**src/rtl/core/cbc_pkg.sv**
```systemverilog
`timescale 1ns / 1ps
package cbc_pkg;

  // Item codes
  typedef enum logic [1:0] {
    OP_REG_WR = 2'd0,
    OP_RAM_WR = 2'd1,
    OP_RAM_RD = 2'd2,
    OP_TICK   = 2'd3
  } op_e;

  // Cartridge kinds
  typedef enum logic [1:0] {
    KIND_ROM  = 2'd0,
    KIND_MBC1 = 2'd1,
    KIND_MBC2 = 2'd2,
    KIND_MBC3 = 2'd3
  } kind_e;

  // Clock latch sequencer: one arithmetic step per state
  typedef enum logic [3:0] {
    LAT_IDLE,
    LAT_DAY,
    LAT_DREM,
    LAT_HOUR,
    LAT_HREM,
    LAT_MIN,
    LAT_SSUM,
    LAT_SEC,
    LAT_MINC,
    LAT_HRC
  } lat_state_e;

  // Configuration register indexes
  localparam logic [1:0] REG_CART_KIND  = 2'd0;
  localparam logic [1:0] REG_ROM_BANKS  = 2'd1;
  localparam logic [1:0] REG_RAM_BANKS  = 2'd2;
  localparam logic [1:0] REG_CLOCK_PRES = 2'd3;

  localparam int QDEPTH = 2;

  localparam logic [16:0] SECS_PER_DAY  = 17'd86400;
  localparam logic [11:0] SECS_PER_HOUR = 12'd3600;
  localparam logic [5:0]  SIXTY         = 6'd60;
  localparam logic [4:0]  HOURS_PER_DAY = 5'd24;
  localparam logic [7:0]  ENABLE_CODE   = 8'h0A;

  // Reciprocals, exact over the operand ranges used
  localparam logic [25:0] DAY_RECIP   = 26'd50903317; // (s >> 7) / 675, shift 35
  localparam logic [13:0] HOUR_RECIP  = 14'd9321;     // (s >> 4) / 225, shift 21
  localparam logic [10:0] MIN_RECIP   = 11'd1093;     // (s >> 2) / 15, 10-bit, shift 14
  localparam logic [7:0]  SIXTY_RECIP = 8'd137;       // (n >> 2) / 15, 7-bit, shift 11
  localparam logic [6:0]  DAY24_RECIP = 7'd86;        // (n >> 3) / 3, 6-bit, shift 8

  typedef struct packed {
    kind_e      kind;
    logic [7:0] rom_cnt;
    logic [2:0] ram_cnt;
    logic       clk_present;
  } cbc_cfg_t;

  // Request after classification
  typedef struct packed {
    op_e         opcode;
    logic [15:0] address;
    logic [7:0]  data;
    logic        win;       // inside the external RAM window
    logic [12:0] off;       // offset from window base
    logic [12:0] bank_off;  // offset within one bank
  } cbc_item_t;

endpackage

```
**src/rtl/core/cbc_fifo.sv**
```systemverilog
`timescale 1ns / 1ps
module cbc_fifo (
  input  logic               clk_i,
  input  logic               rst_ni,
  input  logic               push_i,
  input  cbc_pkg::cbc_item_t item_i,
  output logic               full_o,
  input  logic               pop_i,
  output logic               valid_o,
  output cbc_pkg::cbc_item_t item_o
);
  import cbc_pkg::*;

  localparam int PW = $clog2(QDEPTH);

  cbc_item_t       entries_q [QDEPTH];
  logic [PW-1:0]   wr_ptr_q, rd_ptr_q;
  logic [PW:0]     cnt_q;

  assign full_o  = (cnt_q == (PW+1)'(QDEPTH));
  assign valid_o = (cnt_q != '0);
  assign item_o  = entries_q[rd_ptr_q];

  // Pointers and fill count
  always_ff @(posedge clk_i or negedge rst_ni) begin
    if (!rst_ni) begin
      wr_ptr_q <= '0;
      rd_ptr_q <= '0;
      cnt_q    <= '0;
    end else begin
      if (push_i) begin
        wr_ptr_q <= (wr_ptr_q == PW'(QDEPTH - 1)) ? '0 : wr_ptr_q + 1'b1;
      end
      if (pop_i) begin
        rd_ptr_q <= (rd_ptr_q == PW'(QDEPTH - 1)) ? '0 : rd_ptr_q + 1'b1;
      end
      if (push_i && !pop_i) begin
        cnt_q <= cnt_q + 1'b1;
      end else if (pop_i && !push_i) begin
        cnt_q <= cnt_q - 1'b1;
      end
    end
  end

  // Storage
  always_ff @(posedge clk_i) begin
    if (push_i) begin
      entries_q[wr_ptr_q] <= item_i;
    end
  end

endmodule

```
**config.mk**
```make
export PLATFORM = sky130hd
export DESIGN_NAME = cbc_fifo
export DESIGN_NICKNAME = d
export VERILOG_FILES = /design/src/rtl/core/cbc_pkg.sv /design/src/rtl/core/cbc_fifo.sv
export SDC_FILE = /design/constraint.sdc
export NUM_CORES = 1
export LEC_CHECK = 0
export BUFFER_PORTS_ARGS = -buffer_cell sky130_fd_sc_hd__buf_2
export CAP_MARGIN = 5
export CORE_UTILIZATION = 45
export CTS_CLUSTER_DIAMETER = 100
export CTS_CLUSTER_SIZE = 14
export DETAILED_ROUTE_END_ITERATION = 16
export PLACE_DENSITY = 0.76
export SETUP_SLACK_MARGIN = 0.05
export SLEW_MARGIN = 0
export SYNTH_ARGS = -nofsm -noshare
export SYNTH_HDL_FRONTEND = slang
export SYNTH_SLANG_ARGS = --single-unit
```
**constraint.sdc**
```tcl
create_clock -name clk_i -period 4.53 [get_ports clk_i]
set_input_delay 0.906 -clock clk_i [delete_from_list [all_inputs] [get_ports clk_i]]
set_output_delay 0.906 -clock clk_i [all_outputs]
set_load 0.1 [all_outputs]
```
==> impl_metrics.toml <==
[run_status]
status = "finished clean"

[drt]
drt_first_iter_violations = 62
firstDrtPassIters = 4
antenna_left = 0
vias_per_cell = 4.85
num_vias = 2018
route.detailed.drc = 0
avgRoutedWirePerCell_um = 16.0
wl_um = 6670

[die]
die_y_um = 99.3
fp.dieW_um = 99.3
floorplan.die_area_um2 = 9870
boundaryPins = 112
start_util_pct = 46.4
core_area_um2 = 9200
placement_rows = 35

[logic_synthesis]
synth.distinct_cells = 14
synth.area.top_cells = "sky130_fd_sc_hd__edfxtp_1 (75%), sky130_fd_sc_hd__mux2_4 (17%), sky130_fd_sc_hd__buf_12 (2.3%), sky130_fd_sc_hd__dfrtp_1 (2.3%), sky130_fd_sc_hd__mux2_2 (1.1%)"
post-synth-top-area-cell = "sky130_fd_sc_hd__edfxtp_1"
mappedNetlistNets = 239
postSynthAreaPerCell_um2 = 23.6
yosysSeqAreaShare_pct = 77.0
netlist_instances = 181
synth-seq-cells = 110
netlist.area_leader.share_pct = 74.6
syn_area_um2 = 4260
synthesis.yosys.warnings = 0

[timing]
setup_repair_after_global_routing_missed_its_margin = "false"
finClkSkew_ns = 0.0125
holdWs_ns = 0.337
setup_total_neg_slack_ns = 0
finalSetupViolations = 0
hold_viol_final = 0
worstMarginPinSlew_ns = 1.01
slew_headroom_pct = 32.7
layout_worst_path_cycle_share_pct = 68.9
finalWorstPathRequiredPeriod_ns = 3.12
timing.final.max_slew_violations = 0
fmax_mhz = 321

[grt]
first_global_vias = 2108
gr-usage-all-layers_pct = 14.3
first_pass_grt_wire_length_um = 10400
grt-ovfl-total = 0
grt_antenna_before_repair = 0
grt_start_max_net_pins = 55

[clocking]
clock_latency_ns = 0.37
cts_num_sinks = 110
ctsRootBufferMaster = "sky130_fd_sc_hd__clkbuf_8"
post_cts_hold_buffer_count = 0
tritoncts = "yes"
post-cts-setup-buffers = 0
cts.reportedPaths.clkPinSlew_ns = 0.09
post_cts_resized = 0
htree_num_levels = 3
cts_buffers = 9
cts_max_path_buffers = 2

[flow_run]
cap_violations = 0

[critical_path]
timing.critical_path.buf_inv = 1
kind_of_end_point_of_the_critical_path = "output pin"
startpoint_to_endpoint_class_of_the_critical_path = "flip-flop to output pin"
crit_fanout = 54
timing.critical_path.arrival_ns = 2.21
worstPathCellList = "mux2_2 -> buf_2"
category_of_cells_accounting_for_the_largest_share_of_critical_path_delay = "flip-flops"
critPathSlowestCell = "sky130_fd_sc_hd__dfrtp_4"
max_stage_delay_ns = 1.11
worst_ep_required_ns = 3.62
type_of_origin_of_the_critical_path = "flip-flop"

[place]
hpwlAfterDp_um = 4290
portBuffers = 111
gp_congestion = 0.637

[layout]
antenna_cells_inserted = 0
area_growth_syn_to_layout_pct = 19.0
final_layout_size_suffix_gt1_share_pct = 60.7
layout.nets = 358

[hold_path]
hold_path_class = "input pin to async pin"
cells in the final DEF, fill, tap and decap left out:
cell	n
sky130_fd_sc_hd__edfxtp_1	106
sky130_fd_sc_hd__mux2_4	49
sky130_fd_sc_hd__nor2_1	1
sky130_fd_sc_hd__buf_4	3
sky130_fd_sc_hd__inv_1	1
sky130_fd_sc_hd__xnor2_1	1
sky130_fd_sc_hd__buf_2	111
sky130_fd_sc_hd__clkinv_4	1
sky130_fd_sc_hd__dfrtp_1	3
sky130_fd_sc_hd__clkinv_2	1
sky130_fd_sc_hd__and2_2	1
sky130_fd_sc_hd__dfrtp_4	1
sky130_fd_sc_hd__or2_2	1
sky130_fd_sc_hd__nor2b_1	1
sky130_fd_sc_hd__mux2_2	4
sky130_fd_sc_hd__clkbuf_8	9
sky130_fd_sc_hd__clkbuf_1	1
sky130_fd_sc_hd__nor2b_4	1
sky130_fd_sc_hd__clkinv_1	1
sky130_fd_sc_hd__xor2_1	4
sky130_fd_sc_hd__bufinv_16	1
sky130_fd_sc_hd__ha_1	1
sky130_fd_sc_hd__clkinvlp_4	2
worst reg2reg max path, stage by stage (launching register included):
cell and delay, ns:
sky130_fd_sc_hd__dfrtp_1 0.43, sky130_fd_sc_hd__and2_2 0.53, sky130_fd_sc_hd__buf_4 0.51
cells by family (layout without fill, tap and decap cells):
family                   Yosys count  in the layout  synth area share [%]
multiplexers                      53             53                  18.3
adder cells (fa/ha/maj)            1              1                 0.293
XOR/XNOR                           5              5                  1.03
AND/OR/NAND/NOR                    5              5                 0.675
buffers and inverters              7            131                  2.70
flip-flops                       110            110                  77.0
cell type report:
cell class / count / area [um^2]
Timing Repair Buffer: 114 / 578
Clock buffer: 10 / 128
Clock inverter: 6 / 62.6
Fill cell: 751 / 4120
Multi-Input combinational cell: 64 / 875
Sequential cell: 110 / 3290
Inverter: 1 / 3.75
Tap cell: 111 / 139
flip-flops by register name, indices dropped and copies added, names as in the netlist:
register and count:
wr_ptr_q 1, cnt_q 2, entries_q 106, rd_ptr_q 1
synthesized netlist by cell type (all sizes together):
cell type,number
xnor2,1
inv,1
dfrtp,4
nor2b,2
xor2,4
mux2,53
edfxtp,106
or2,1
and2,1
nor2,1
buf,6
ha,1
layer usage:
metal  up-vias  share of wire [%]  global-route usage [%]
met3         9                5.0                    4.15
met5         -                  0                       0
met4         0                1.2                    5.77
met1       994                 43                    17.0
li1        942                  -                       -
met2        73                 50                    24.6
stage by stage:
stage               worst slack [ns]  util (%)  cells  instance area (um^2)
global route                    1.29      55.2    416                  5070
CTS                             1.36      55.2    416                  5070
detailed placement              1.77      53.1    400                  4880
finish                          1.41      55.2    416                  5070
global placement                1.80      53.1    400                  4880
floorplan                      0.809         -    181                  4260
path summary, 6_finish.rpt:
path                           from  slack (ns)              end  cells after the start
max                        rd_ptr_q        1.41       item_o[38]                      2
min in group clk_i         cnt_q[1]        0.49         cnt_q[1]                      1
min reg2reg                cnt_q[1]        0.49         cnt_q[1]                      1
max reg2reg                wr_ptr_q        2.70  entries_q[1][3]                      2
max in group asynchronous    rst_ni        4.06         rd_ptr_q                      1
min                          rst_ni        0.34         cnt_q[1]                      1
Power is not shown: default switching activity piles up to over one toggle a cycle in this logic, so the estimate is an artifact.
